<file path="config.mk">
export PLATFORM = sky130hd
export DESIGN_NAME = spike_rejecting_average_filter_flat
export DESIGN_NICKNAME = d
export VERILOG_FILES = /design/src/sv/sraf_pkg.sv /design/src/sv/sraf_if.sv /design/src/sv/sraf_ring.sv /design/src/sv/sraf_div.sv /design/src/sv/sraf_ctrl.sv /design/src/sv/spike_rejecting_average_filter.sv /design/src/flat_wrapper.sv
export SDC_FILE = /design/constraint.sdc
export NUM_CORES = 1
export LEC_CHECK = 0
export ABC_AREA = 1
export BUFFER_PORTS_ARGS = -buffer_cell sky130_fd_sc_hd__clkbuf_2
export CAP_MARGIN = 15
export CORE_ASPECT_RATIO = 1.2
export CORE_UTILIZATION = 60
export DETAILED_ROUTE_END_ITERATION = 12
export PLACE_DENSITY_LB_ADDON = 0.08
export REMOVE_ABC_BUFFERS = 1
export SLEW_MARGIN = 20
export SYNTH_ARGS = -nofsm -noshare
export SYNTH_HDL_FRONTEND = slang
export SYNTH_SLANG_ARGS = --single-unit
</file>
<file path="constraint.sdc">
create_clock -name clk -period 12.8 [get_ports clk]
set_input_delay 2.56 -clock clk [delete_from_list [all_inputs] [get_ports clk]]
set_output_delay 2.56 -clock clk [all_outputs]
set_load 0.03 [all_outputs]
</file>
<file path="src/sv/sraf_pkg.sv">
// ----------------------------------------------------------------------------
// Spike-rejecting average filter package
// Shared constants, payload types, register indexes, verdict codes and the
// sequencer state type.
// ----------------------------------------------------------------------------
package sraf_pkg;

  localparam int WINDOW_LEN = 5;

  localparam int SAMPLE_W   = 16;
  localparam int TIME_W     = 32;
  localparam int THR_W      = 16;
  localparam int SUM_W      = 20;
  localparam int SLOT_W     = (WINDOW_LEN > 1) ? $clog2(WINDOW_LEN) : 1;
  localparam int CNT_W      = $clog2(WINDOW_LEN + 1);
  localparam int CFG_IDX_W  = 2;
  localparam int CFG_DATA_W = 32;

  typedef logic signed [SAMPLE_W-1:0] sample_t;
  typedef logic        [TIME_W-1:0]   time_t;
  typedef logic signed [SUM_W-1:0]    sum_t;
  typedef logic        [CNT_W-1:0]    count_t;
  typedef logic        [SLOT_W-1:0]   slot_t;

  typedef enum logic [1:0] {
    VERD_FIRST   = 2'd0,
    VERD_MEAN    = 2'd1,
    VERD_HELD    = 2'd2,
    VERD_EXTREME = 2'd3
  } verdict_t;

  localparam logic [CFG_IDX_W-1:0] CFG_IDX_THRESHOLD = 2'd0;
  localparam logic [CFG_IDX_W-1:0] CFG_IDX_TOLERANCE = 2'd1;
  localparam logic [CFG_IDX_W-1:0] CFG_IDX_TIMEOUT   = 2'd2;

  localparam logic [THR_W-1:0] THRESHOLD_RESET = 16'd300;
  localparam logic [THR_W-1:0] TOLERANCE_RESET = 16'd50;
  localparam time_t            TIMEOUT_RESET   = 32'd60000;

  typedef struct packed {
    logic [THR_W-1:0] change_threshold;
    logic [THR_W-1:0] match_tolerance;
    time_t            persist_timeout;
  } cfg_t;

  typedef struct packed {
    logic rd_en;
    logic wr_en;
  } ring_ctl_t;

  typedef enum logic [2:0] {
    ST_IDLE,
    ST_READ,
    ST_WRITE,
    ST_START,
    ST_WAIT,
    ST_DECIDE
  } state_t;

endpackage

</file>
<file path="src/sv/sraf_if.sv">
// ----------------------------------------------------------------------------
// Spike-rejecting average filter channel interfaces
// Valid/ready channels for samples, results and configuration writes.
// ----------------------------------------------------------------------------
interface sraf_in_if;
  import sraf_pkg::*;

  logic    valid;
  logic    ready;
  sample_t sample;
  time_t   now_ms;

  modport source (output valid, output sample, output now_ms, input ready);
  modport sink   (input valid, input sample, input now_ms, output ready);
endinterface

interface sraf_out_if;
  import sraf_pkg::*;

  logic     valid;
  logic     ready;
  sample_t  filtered;
  verdict_t verdict;

  modport source (output valid, output filtered, output verdict, input ready);
  modport sink   (input valid, input filtered, input verdict, output ready);
endinterface

interface sraf_cfg_if;
  import sraf_pkg::*;

  logic                  valid;
  logic                  ready;
  logic [CFG_IDX_W-1:0]  index;
  logic [CFG_DATA_W-1:0] data;

  modport source (output valid, output index, output data, input ready);
  modport sink   (input valid, input index, input data, output ready);
endinterface

</file>
<file path="src/sv/sraf_ring.sv">
// ----------------------------------------------------------------------------
// Sample ring
// Window memory of recent samples with write pointer, fill flag and a
// running sum; reports the sum and the number of samples in the window.
// ----------------------------------------------------------------------------
module sraf_ring (
  input  logic                clk,
  input  logic                rst_n,
  input  sraf_pkg::ring_ctl_t ctl,
  input  sraf_pkg::sample_t   sample,
  output sraf_pkg::sum_t      sum,
  output sraf_pkg::count_t    count
);
  import sraf_pkg::*;

  sample_t mem [WINDOW_LEN];
  sample_t rd_data_r;
  slot_t   slot_r;
  logic    full_r;
  sum_t    sum_r;
  sum_t    sum_nxt;
  sum_t    old_ext;

  always_ff @(posedge clk) begin
    if (ctl.rd_en) begin
      rd_data_r <= mem[slot_r];
    end
    if (ctl.wr_en) begin
      mem[slot_r] <= sample;
    end
  end

  always_comb begin
    old_ext = full_r ? sum_t'(rd_data_r) : '0;
    sum_nxt = sum_r - old_ext + sum_t'(sample);
  end

  always_ff @(posedge clk) begin
    if (!rst_n) begin
      slot_r <= '0;
      full_r <= 1'b0;
      sum_r  <= '0;
    end else if (ctl.wr_en) begin
      sum_r <= sum_nxt;
      if (slot_r == slot_t'(WINDOW_LEN - 1)) begin
        slot_r <= '0;
        full_r <= 1'b1;
      end else begin
        slot_r <= slot_r + slot_t'(1);
      end
    end
  end

  assign sum   = sum_r;
  assign count = full_r ? count_t'(WINDOW_LEN) : count_t'(slot_r);

endmodule

</file>
<file path="src/sv/sraf_div.sv">
// ----------------------------------------------------------------------------
// Iterative mean divider
// Restoring divider, one quotient bit per cycle, that divides the signed
// window sum by the sample count and truncates toward zero.
// ----------------------------------------------------------------------------
module sraf_div (
  input  logic              clk,
  input  logic              rst_n,
  input  logic              start,
  input  sraf_pkg::sum_t    dividend,
  input  sraf_pkg::count_t  divisor,
  output logic              done,
  output sraf_pkg::sample_t quotient
);
  import sraf_pkg::*;

  localparam int STEP_W = $clog2(SUM_W);

  logic [SUM_W-1:0]  q_r;
  logic [CNT_W-1:0]  rem_r;
  logic [CNT_W-1:0]  div_r;
  logic [STEP_W-1:0] step_r;
  logic              neg_r;
  logic              busy_r;
  logic              done_r;
  logic [CNT_W:0]    rem_sh;
  logic [CNT_W:0]    rem_diff;
  logic              fits;
  logic [SUM_W-1:0]  q_signed;

  always_comb begin
    rem_sh   = {rem_r, q_r[SUM_W-1]};
    rem_diff = rem_sh - {1'b0, div_r};
    fits     = (rem_sh >= {1'b0, div_r});
  end

  always_ff @(posedge clk) begin
    if (start) begin
      neg_r <= dividend[SUM_W-1];
      q_r   <= dividend[SUM_W-1] ? (-dividend) : dividend;
      rem_r <= '0;
      div_r <= divisor;
    end else if (busy_r) begin
      q_r   <= {q_r[SUM_W-2:0], fits};
      rem_r <= fits ? rem_diff[CNT_W-1:0] : rem_sh[CNT_W-1:0];
    end
  end

  always_ff @(posedge clk) begin
    if (!rst_n) begin
      busy_r <= 1'b0;
      done_r <= 1'b0;
      step_r <= '0;
    end else if (start) begin
      busy_r <= 1'b1;
      done_r <= 1'b0;
      step_r <= '0;
    end else if (busy_r) begin
      if (step_r == STEP_W'(SUM_W - 1)) begin
        busy_r <= 1'b0;
        done_r <= 1'b1;
      end else begin
        step_r <= step_r + STEP_W'(1);
        done_r <= 1'b0;
      end
    end else begin
      done_r <= 1'b0;
    end
  end

  assign q_signed = neg_r ? (-q_r) : q_r;
  assign quotient = q_signed[SAMPLE_W-1:0];
  assign done     = done_r;

endmodule

</file>
<file path="src/sv/sraf_ctrl.sv">
// ----------------------------------------------------------------------------
// Filter sequencer and decision logic
// Steps one sample through ring update and division, then applies the
// spike rejection rules and loads the result register.
// ----------------------------------------------------------------------------
module sraf_ctrl (
  input  logic                 clk,
  input  logic                 rst_n,
  input  sraf_pkg::cfg_t       cfg,
  input  logic                 in_valid,
  output logic                 in_ready,
  input  sraf_pkg::sample_t    in_sample,
  input  sraf_pkg::time_t      in_now_ms,
  output sraf_pkg::ring_ctl_t  ring_ctl,
  output sraf_pkg::sample_t    ring_sample,
  output logic                 div_start,
  input  logic                 div_done,
  input  sraf_pkg::sample_t    mean,
  output logic                 out_valid,
  input  logic                 out_ready,
  output sraf_pkg::sample_t    out_filtered,
  output sraf_pkg::verdict_t   out_verdict
);
  import sraf_pkg::*;

  state_t   state_r;
  state_t   state_nxt;
  logic     commit;

  sample_t  sample_r;
  time_t    now_r;
  sample_t  held_r;
  logic     held_valid_r;
  sample_t  ext_r;
  logic     ext_valid_r;
  time_t    since_r;
  logic     out_valid_r;
  sample_t  filt_r;
  verdict_t verd_r;

  logic signed [SAMPLE_W:0] diff_h;
  logic signed [SAMPLE_W:0] diff_e;
  logic        [SAMPLE_W:0] abs_h;
  logic        [SAMPLE_W:0] abs_e;
  time_t                    elapsed;
  logic                     jump;
  logic                     match;
  logic                     expired;

  always_comb begin
    state_nxt = state_r;
    unique case (state_r)
      ST_IDLE:   if (in_valid) state_nxt = ST_READ;
      ST_READ:   state_nxt = ST_WRITE;
      ST_WRITE:  state_nxt = ST_START;
      ST_START:  state_nxt = ST_WAIT;
      ST_WAIT:   if (div_done) state_nxt = ST_DECIDE;
      ST_DECIDE: if (!out_valid_r || out_ready) state_nxt = ST_IDLE;
      default:   state_nxt = ST_IDLE;
    endcase
  end

  always_comb begin
    in_ready       = 1'b0;
    ring_ctl.rd_en = 1'b0;
    ring_ctl.wr_en = 1'b0;
    div_start      = 1'b0;
    commit         = 1'b0;
    unique case (state_r)
      ST_IDLE:   in_ready = 1'b1;
      ST_READ:   ring_ctl.rd_en = 1'b1;
      ST_WRITE:  ring_ctl.wr_en = 1'b1;
      ST_START:  div_start = 1'b1;
      ST_WAIT:   ;
      ST_DECIDE: commit = !out_valid_r || out_ready;
      default:   ;
    endcase
  end

  always_ff @(posedge clk) begin
    if (!rst_n) begin
      state_r <= ST_IDLE;
    end else begin
      state_r <= state_nxt;
    end
  end

  always_ff @(posedge clk) begin
    if (in_valid && in_ready) begin
      sample_r <= in_sample;
      now_r    <= in_now_ms;
    end
  end

  always_comb begin
    diff_h  = {sample_r[SAMPLE_W-1], sample_r} - {held_r[SAMPLE_W-1], held_r};
    diff_e  = {sample_r[SAMPLE_W-1], sample_r} - {ext_r[SAMPLE_W-1], ext_r};
    abs_h   = diff_h[SAMPLE_W] ? (-diff_h) : diff_h;
    abs_e   = diff_e[SAMPLE_W] ? (-diff_e) : diff_e;
    elapsed = now_r - since_r;
    jump    = abs_h > {1'b0, cfg.change_threshold};
    match   = ext_valid_r && (abs_e < {1'b0, cfg.match_tolerance});
    expired = elapsed > cfg.persist_timeout;
  end

  always_ff @(posedge clk) begin
    if (!rst_n) begin
      held_r       <= '0;
      held_valid_r <= 1'b0;
      ext_r        <= '0;
      ext_valid_r  <= 1'b0;
      since_r      <= '0;
    end else if (commit) begin
      priority if (!held_valid_r) begin
        held_r       <= mean;
        held_valid_r <= 1'b1;
      end else if (jump) begin
        if (match) begin
          if (expired) begin
            held_r      <= sample_r;
            ext_r       <= '0;
            ext_valid_r <= 1'b0;
            since_r     <= '0;
          end
        end else begin
          ext_r       <= sample_r;
          ext_valid_r <= 1'b1;
          since_r     <= now_r;
        end
      end else begin
        held_r      <= mean;
        ext_r       <= '0;
        ext_valid_r <= 1'b0;
        since_r     <= '0;
      end
    end
  end

  always_ff @(posedge clk) begin
    if (commit) begin
      priority if (!held_valid_r) begin
        filt_r <= mean;
        verd_r <= VERD_FIRST;
      end else if (jump) begin
        if (match && expired) begin
          filt_r <= sample_r;
          verd_r <= VERD_EXTREME;
        end else begin
          filt_r <= held_r;
          verd_r <= VERD_HELD;
        end
      end else begin
        filt_r <= mean;
        verd_r <= VERD_MEAN;
      end
    end
  end

  always_ff @(posedge clk) begin
    if (!rst_n) begin
      out_valid_r <= 1'b0;
    end else if (commit) begin
      out_valid_r <= 1'b1;
    end else if (out_ready) begin
      out_valid_r <= 1'b0;
    end
  end

  assign ring_sample  = sample_r;
  assign out_valid    = out_valid_r;
  assign out_filtered = filt_r;
  assign out_verdict  = verd_r;

endmodule

</file>
<file path="src/sv/spike_rejecting_average_filter.sv">
// ----------------------------------------------------------------------------
// Spike-rejecting average filter
// Moving average over a short sample window with rejection of sudden jumps
// and acceptance of extremes that persist beyond a timeout.
// ----------------------------------------------------------------------------
// Usage:
// A sample and its millisecond timestamp enter on in_ch as one transaction.
// Exactly one result (filtered value and verdict) leaves on out_ch for each
// sample. The configuration port cfg_ch is always ready; index 0 writes the
// change threshold, 1 the match tolerance and 2 the persist timeout. Other
// indexes are ignored. Write registers only while the filter is idle.
// After a sample is accepted, the sequencer runs one ring read, one ring
// write, one divider load, the 20-step restoring divider that forms the
// window mean, a wait for the divider to finish and one decision step.
// The filter takes no new sample until that decision step has loaded the
// result register.
// Reset clears the window fill state, the running sum, the held and extreme
// tracking and restores the register defaults (300, 50, 60000).
// A result waits in the output register while the receiver stalls, and the
// next sample is still taken and processed; it then waits in the decision
// step until the output register is free.
// ----------------------------------------------------------------------------
module spike_rejecting_average_filter (
  input logic clk,
  input logic rst_n,
  sraf_in_if.sink     in_ch,
  sraf_out_if.source  out_ch,
  sraf_cfg_if.sink    cfg_ch
);
  import sraf_pkg::*;

  cfg_t      cfg_r;
  ring_ctl_t ring_ctl;
  sample_t   ring_sample;
  sum_t      ring_sum;
  count_t    ring_count;
  logic      div_start;
  logic      div_done;
  sample_t   mean;

  assign cfg_ch.ready = 1'b1;

  always_ff @(posedge clk) begin
    if (!rst_n) begin
      cfg_r.change_threshold <= THRESHOLD_RESET;
      cfg_r.match_tolerance  <= TOLERANCE_RESET;
      cfg_r.persist_timeout  <= TIMEOUT_RESET;
    end else if (cfg_ch.valid) begin
      if (cfg_ch.index == CFG_IDX_THRESHOLD) begin
        cfg_r.change_threshold <= cfg_ch.data[THR_W-1:0];
      end
      if (cfg_ch.index == CFG_IDX_TOLERANCE) begin
        cfg_r.match_tolerance <= cfg_ch.data[THR_W-1:0];
      end
      if (cfg_ch.index == CFG_IDX_TIMEOUT) begin
        cfg_r.persist_timeout <= cfg_ch.data[TIME_W-1:0];
      end
    end
  end

  sraf_ring u_ring (
    .clk    (clk),
    .rst_n  (rst_n),
    .ctl    (ring_ctl),
    .sample (ring_sample),
    .sum    (ring_sum),
    .count  (ring_count)
  );

  sraf_div u_div (
    .clk      (clk),
    .rst_n    (rst_n),
    .start    (div_start),
    .dividend (ring_sum),
    .divisor  (ring_count),
    .done     (div_done),
    .quotient (mean)
  );

  sraf_ctrl u_ctrl (
    .clk          (clk),
    .rst_n        (rst_n),
    .cfg          (cfg_r),
    .in_valid     (in_ch.valid),
    .in_ready     (in_ch.ready),
    .in_sample    (in_ch.sample),
    .in_now_ms    (in_ch.now_ms),
    .ring_ctl     (ring_ctl),
    .ring_sample  (ring_sample),
    .div_start    (div_start),
    .div_done     (div_done),
    .mean         (mean),
    .out_valid    (out_ch.valid),
    .out_ready    (out_ch.ready),
    .out_filtered (out_ch.filtered),
    .out_verdict  (out_ch.verdict)
  );

endmodule

</file>
<file path="src/flat_wrapper.sv">
// flat-port wrapper written by rule: the top's interface ports become plain ports
module spike_rejecting_average_filter_flat import sraf_pkg::*;
  (clk, rst_n, in_ch_valid, in_ch_sample, in_ch_now_ms, in_ch_ready, out_ch_valid, out_ch_filtered, out_ch_verdict, out_ch_ready, cfg_ch_valid, cfg_ch_index, cfg_ch_data, cfg_ch_ready);
  sraf_in_if in_ch_i ();
  sraf_out_if out_ch_i ();
  sraf_cfg_if cfg_ch_i ();
  input logic clk;
  input logic rst_n;
  input wire logic [$bits(in_ch_i.valid)-1:0] in_ch_valid;
  input wire logic [$bits(in_ch_i.sample)-1:0] in_ch_sample;
  input wire logic [$bits(in_ch_i.now_ms)-1:0] in_ch_now_ms;
  output wire logic [$bits(in_ch_i.ready)-1:0] in_ch_ready;
  output wire logic [$bits(out_ch_i.valid)-1:0] out_ch_valid;
  output wire logic [$bits(out_ch_i.filtered)-1:0] out_ch_filtered;
  output wire logic [$bits(out_ch_i.verdict)-1:0] out_ch_verdict;
  input wire logic [$bits(out_ch_i.ready)-1:0] out_ch_ready;
  input wire logic [$bits(cfg_ch_i.valid)-1:0] cfg_ch_valid;
  input wire logic [$bits(cfg_ch_i.index)-1:0] cfg_ch_index;
  input wire logic [$bits(cfg_ch_i.data)-1:0] cfg_ch_data;
  output wire logic [$bits(cfg_ch_i.ready)-1:0] cfg_ch_ready;
  assign in_ch_i.valid = in_ch_valid;
  assign in_ch_i.sample = in_ch_sample;
  assign in_ch_i.now_ms = in_ch_now_ms;
  assign in_ch_ready = in_ch_i.ready;
  assign out_ch_valid = out_ch_i.valid;
  assign out_ch_filtered = out_ch_i.filtered;
  assign out_ch_verdict = out_ch_i.verdict;
  assign out_ch_i.ready = out_ch_ready;
  assign cfg_ch_i.valid = cfg_ch_valid;
  assign cfg_ch_i.index = cfg_ch_index;
  assign cfg_ch_i.data = cfg_ch_data;
  assign cfg_ch_ready = cfg_ch_i.ready;
  spike_rejecting_average_filter u_core (.clk(clk), .rst_n(rst_n), .in_ch(in_ch_i), .out_ch(out_ch_i), .cfg_ch(cfg_ch_i));
endmodule
</file>
# After elaboration in Yosys (flattened, before gate mapping)
# Memory sizes are Yosys's and may differ from the RTL's. A register that Yosys moved wholly into a read port is not among the register bits.
# Cells that the tools add are included.
[word_totals] wordCells=124 latchBits=0 rom_bits=0 register_bits=258 n_memories=1 inputBits=87 output_inout_bits=21 mem_bits_rw=80
[mem_list] name="u_core.u_ring.mem" depth=5 word_bits=16 rd=1 rd_clocked_by_memory_dff=1 wr=1 line="sraf_ring.sv:16" rtl="sample_t mem [WINDOW_LEN];"
[classes] n_div=0 muxes=44 n_eq_ne=15 n_bitwise=3 multipliers=0 n_reduce_logical=20 add_sub_neg=12 magnitude_cmp=4 n_shift=0
[op_table] cell="$mux 16" n=11
[op_table] cell="$mux 32" n=3
[op_table] cell="$mux 20" n=4
[op_table] cell="$mux 17" n=2
[op_table] cell="$neg 17->17" n=2
[op_table] cell="$sub 16x16->17" n=2
[op_table] cell="$gt 32x32->1" n=1
[op_table] cell="$sub 32x32->32" n=1
[op_table] cell="$add 20x16->20" n=1
[op_table] cell="$neg 20->20" n=1
[op_table] cell="$sub 20x20->20" n=1
[op_table] cell="$mux 1" n=18
[op_table] cell="$pmux 3 s6" n=1
[op_table] cell="$gt 17x16->1" n=1
[op_table] cell="$lt 17x16->1" n=1
[op_table] cell="$neg 16->16" n=1
[op_table] cell="$mux 3" n=5
[op_table] cell="$reduce_and 2->1" n=6
[op_table] cell="$eq 3x3->1 const B" n=3
[op_table] cell="$ne 3x2->1 const B" n=3
[op_table] cell="$reduce_and 3->1" n=3
[op_table] cell="$eq 3x2->1 const B" n=2
[op_table] cell="$add 5x1->5 const B" n=1
[op_table] cell="$eq 5x5->1 const B" n=1
[op_table] cell="17 further kinds" n=23

# Longest topological paths before layout
[depth] word_depth=9 depth_mapped=36 ltp_nobuf=35

# Cells and area by module
# A second synthesis with hierarchy kept.
[hier_totals] hier_cells=3102 hier_area_um2=23135.9
[modules_own_cells] mod="sraf_ctrl" n_inst=1 area_per_inst_um2=11798.8 cells_per_inst=1706
[modules_own_cells] mod="sraf_ring" n_inst=1 area_per_inst_um2=6327.3 cells_per_inst=681
[modules_own_cells] mod="spike_rejecting_average_filter" n_inst=1 area_per_inst_um2=2622.5 cells_per_inst=389
[modules_own_cells] mod="sraf_div" n_inst=1 area_per_inst_um2=2387.3 cells_per_inst=326

# Worst setup path after synthesis
# Ideal clock, no wire load.
[synth_timing] kind="input to register" startpoint="in in_ch_valid" endpoint="reg u_core.u_ctrl.now_r[0] (enable)" required_time_ns=12.346 slack_ns=7.746 cell_stages=2 arrival_ns=4.601 setup_time_ns=0.454 n_path_buf=0 path_cell_list="inv_1 nor2_1"
[synth_between] elab_chain_len=1
[synth_lines] item="start: declaration" line="flat_wrapper.sv:9" rtl="input wire logic [$bits(in_ch_i.valid)-1:0] in_ch_valid;"
[synth_lines] item="$logic_and 1x1->1" line="sraf_ctrl.sv:89" rtl="if (in_valid && in_ready) begin"
[synth_lines] item="end signal: assignment" line="sraf_ctrl.sv:91" rtl="now_r <= in_now_ms;"
[synth_lines] item="end: declaration" line="sraf_ctrl.sv:31" rtl="time_t now_r;"
# Every way passes these cells.
# A chain may end at the register's enable or synchronous reset.

# Worst setup path in the final report
[layout_timing] startpoint="reg u_core.u_ctrl.sample_r[0] (netlist: u_core.u_ctrl.ring_sample[0])" endpoint="reg u_core.u_ctrl.held_r[1]"
[layout_between] elab_chain_len=7
[layout_lines] item="start: declaration" line="sraf_ctrl.sv:30" rtl="sample_t sample_r;"
[layout_lines] item="start signal: assignment" line="sraf_ctrl.sv:90" rtl="sample_r <= in_sample;"
[layout_lines] item="$sub 16x16->17" line="sraf_ctrl.sv:97" rtl="diff_e = {sample_r[SAMPLE_W-1], sample_r} - {ext_r[SAMPLE_W-1], ext_r};"
[layout_lines] item="$neg 17->17" line="sraf_ctrl.sv:99" rtl="abs_e = diff_e[SAMPLE_W] ? (-diff_e) : diff_e;"
[layout_lines] item="$mux 17" line="sraf_ctrl.sv:99"
[layout_lines] item="$lt 17x16->1" line="sraf_ctrl.sv:102" rtl="match = ext_valid_r && (abs_e < {1'b0, cfg.match_tolerance});"
[layout_lines] item="$logic_and 1x1->1" line="sraf_ctrl.sv:102"
[layout_lines] item="$ne 3x2->1 (no line)"
[layout_lines] item="$reduce_and 3->1 (no line)"
[layout_lines] item="end signal: assignment" line="sraf_ctrl.sv:115" rtl="held_r <= mean;"
[layout_lines] item="end signal: assignment" line="sraf_ctrl.sv:120" rtl="held_r <= sample_r;"
[layout_lines] item="end signal: assignment" line="sraf_ctrl.sv:131" rtl="held_r <= mean;"
[layout_lines] item="end: declaration" line="sraf_ctrl.sv:32" rtl="sample_t held_r;"
# Several ways; a longest one is shown, not always the timed one.

==> impl_metrics.py <==
metrics = {
    "run_status": {
        "outcome": "complete, no violations",
    },
    "synth": {
        "synth_compound_area_frac": 0.131,
        "synth-xor-area-share": 0.0452,
        "synth_edf_count": 186,
        "synthCells": 2683,
        "async_flop_share": 0,
        "ys_types": 58,
        "yosys.area_share.simple": 0.199,
        "yosysWarningCount": 0,
        "synthMuxAreaShare": 0,
        "synth_fa_ha_area_frac": 0.113,
        "synth_top_family_by_area": "simple AND/OR/NAND/NOR gates",
        "yosysSeqAreaShare": 0.416,
        "syn_area_um2": 21500,
        "synthFlopType": "edfxtp_1",
        "avgSynthCellArea_um2": 8.02,
        "synth_seq_cells": 354,
    },
    "finish": {
        "syn_to_final_growth_pct": 10.0,
        "drive_gt1_frac": 0.0838,
        "layout.nets": 3029,
        "fin_util": 0.674,
        "final_cells": 3253,
        "n_antenna_cell": 0,
        "fill_cells": 2984,
    },
    "sta": {
        "finalHoldViolations": 0,
        "final-setup-viol-count": 0,
        "fmax_mhz": 172,
        "setup_ws_ns": 7.00,
        "rsz0062_at_grt": "false",
        "tightest_slew_ns": 1.17,
        "clock_skew_ns": 0.0184,
        "setup_tns_ns": 0,
        "slew_viol_final": 0,
        "fin_crit_ns": 5.80,
        "fin_crit_sh": 0.453,
        "slew_headroom": 0.220,
    },
    "routing": {
        "final_antenna_net_count": 0,
        "wl_mm": 53.6,
        "wl_per_cell_um": 16.5,
        "vias": 17861,
        "first_iter_violations": 1145,
        "drcViolationCount": 0,
        "viasPerCell": 5.49,
        "firstDrtPassIters": 7,
    },
    "clock_tree": {
        "clkSinkCount": 354,
        "numCtsBuffers": 38,
        "clockBufferDepth": 3,
        "cts.clk_slew.worst_paths_ns": 0.06,
        "cts-resized-gates": 0,
        "post-cts-setup-buffer-count": 0,
        "ctsHoldBuffers": 0,
        "clk_latency_ns": 0.55,
        "cts_tree": "built",
        "ctsRootBufferMaster": "clkbuf_16",
        "htreeDepth": 2,
    },
    "die": {
        "rows": 75,
        "initial_core_util": 0.613,
        "chipWidth_um": 175,
        "die_area_um2": 36600,
        "ios": 108,
        "die_h_um": 209,
        "coreArea_um2": 35100,
    },
    "placed_design": {
        "post-place-ws_ns": 6.94,
        "portBuffers": 106,
        "dp_hpwl_mm": 40.0,
        "gp_congestion": 0.930,
        "dp_cells": 3184,
    },
    "critical_path": {
        "cpPeakStageDelay_ns": 0.57,
        "reg2reg_slack_ns": 7.00,
        "crit_family": "simple AND/OR/NAND/NOR gates",
        "start_kind": "flop",
        "cpMostUsedCell": "nand2_1",
        "worstRegToRegCells": 33,
        "crit_fanout": 32,
        "endpoint_kind": "flop",
        "crit_type": "reg -> reg",
        "r2r-end": "u_core.u_ctrl.held_r[1]",
        "critPathSlowestCell": "edfxtp_1",
        "required_ns": 13.23,
        "arrival_ns": 6.23,
        "rr_startpoint": "u_core.u_ctrl.ring_sample[0]",
        "cp_num_buf_inv": 5,
    },
    "global_route": {
        "grt_pass1_wl_mm": 87.2,
        "antenna_found_initial": 1,
        "grt_pass1_vias": 17619,
        "overflow": 0,
        "track_usage": 0.298,
        "grt_max_degree": 76,
    },
    "min_path": {
        "hold_path_end": "u_core.cfg_r[26]",
        "hold_depth": 2,
        "worstHoldStart": "u_core.cfg_r[26]",
        "holdCritPathClass": "reg -> reg",
    },
    "pwr": {
        "power_mw": 5.08,
        "ir_drop_v": 0.000190,
        "leakage_nw": 10.5,
        "power.density_nw_per_um2": 215,
    },
    "job": {
        "cap_violations": 0,
    },
}
[routing by layer]
layer  share of wire  track usage  up-vias
li1                -            -     9042
met2            0.52        0.556      421
met1            0.40        0.346     8286
met3           0.045       0.0359      110
met5         0.00026            0        -
met4           0.034        0.112        2
[worst reg2reg max path: cells and delay by family (launching register included)]
kind	cells	cell delay, ns
compound gates	3	0.77
xor+xnor	1	0.16
fa+ha+maj	3	0.96
buf+inv	5	0.53
flops	1	0.57
simple gates	21	2.69
[how the worst max path moves through the flow]
stage	cells after the start	from	end
6_report	33	u_core.u_ctrl.ring_sample[0]	u_core.u_ctrl.held_r[1]
5_1_grt	34	u_core.u_ctrl.ring_sample[0]	u_core.u_ctrl.held_r[5]
4_1_cts	31	u_core.u_ctrl.ring_sample[0]	u_core.u_ctrl.since_r[1]
3_5_place_dp	31	u_core.u_ctrl.ring_sample[0]	u_core.u_ctrl.since_r[29]
3_3_place_gp	31	u_core.u_ctrl.ring_sample[0]	u_core.u_ctrl.since_r[2]
2_1_floorplan	7	out_ch_ready	u_core.u_ctrl.ext_r[0]
[cell usage after synthesis, types with 34 or more instances]
| library cell | number | area, µm² |
|---|---|---|
| inv_1 | 444 | 1670 |
| nor2_1 | 156 | 586 |
| nand3_1 | 90 | 450 |
| nand4_1 | 80 | 500 |
| a21oi_1 | 240 | 1200 |
| xor2_1 | 77 | 674 |
| ha_1 | 157 | 1960 |
| o21ai_0 | 167 | 836 |
| xnor2_1 | 34 | 298 |
| edfxtp_1 | 186 | 5590 |
| clkbuf_1 | 58 | 218 |
| dfxtp_1 | 168 | 3360 |
| nand2_1 | 584 | 2190 |
[placed cells by master (no fill, tap or decap), types with 4 or more instances in the layout]
cell type,instances
fa_1,23
clkbuf_1,8
clkbuf_2,105
nand2_2,19
clkinv_1,7
nand3_1,90
clkinv_2,6
buf_4,14
dfxtp_1,168
clkbuf_16,39
xnor2_1,34
nor2_2,5
a21oi_2,10
ha_1,157
o31ai_1,4
o21ai_1,6
nor4_1,8
a31oi_1,8
a22oi_1,14
clkbuf_8,4
a211oi_1,5
nor2_1,152
inv_1,443
a21oi_1,240
o21a_1,5
o211ai_1,31
nand3b_1,10
o21ai_0,167
nor3_1,26
edfxtp_1,186
nand4_1,80
xor2_1,77
nand2_1,584
[kinds of logic after synthesis]
group	Yosys count
AND/OR/NAND/NOR	996
XOR/XNOR	111
other	1
adder cells (fa/ha/maj)	180
buffers and inverters	530
flip-flops	354
AO/OA/AOI/OAI	511
[per-stage QoR]
stage | instance area, µm² | hold WS [ns]
floorplan | 21100 | 0.430
global placement | 22400 | 0.448
detailed placement | 22400 | 0.449
CTS | 23700 | 0.462
global route | 23700 | 0.473
finish | 23700 | 0.461
[area by class of cell]
cell class                 instances  area [µm²]  area share
clock buffer                      51        1060      0.0448
clock inverter                    18         191     0.00809
inverter                         449        1690      0.0712
multi-input combinational       1799       10600       0.446
sequential                       354        8950       0.378
tap                              462         578      0.0244
timing repair buffer             120         636      0.0269
[state kept, by name (all words and copies together) (netlist names), 20 cells and up]
signal	flops
u_core.u_div.q_r	20
u_core.u_ctrl.since_r	32
u_core.u_ring.sum	20
u_core.u_ring.mem	80
u_core.cfg_r	64
u_core.u_ctrl.now_r	32
[power by group]
group | total [mW] | switching, mW | leakage, nW | internal [mW]
sequential | 1.57 | 0.151 | 3.07 | 1.42
clock | 1.10 | 0.456 | 0.616 | 0.649
combinational | 2.41 | 1.58 | 6.84 | 0.831
No activity file was read; power rests on OpenSTA's default activity.
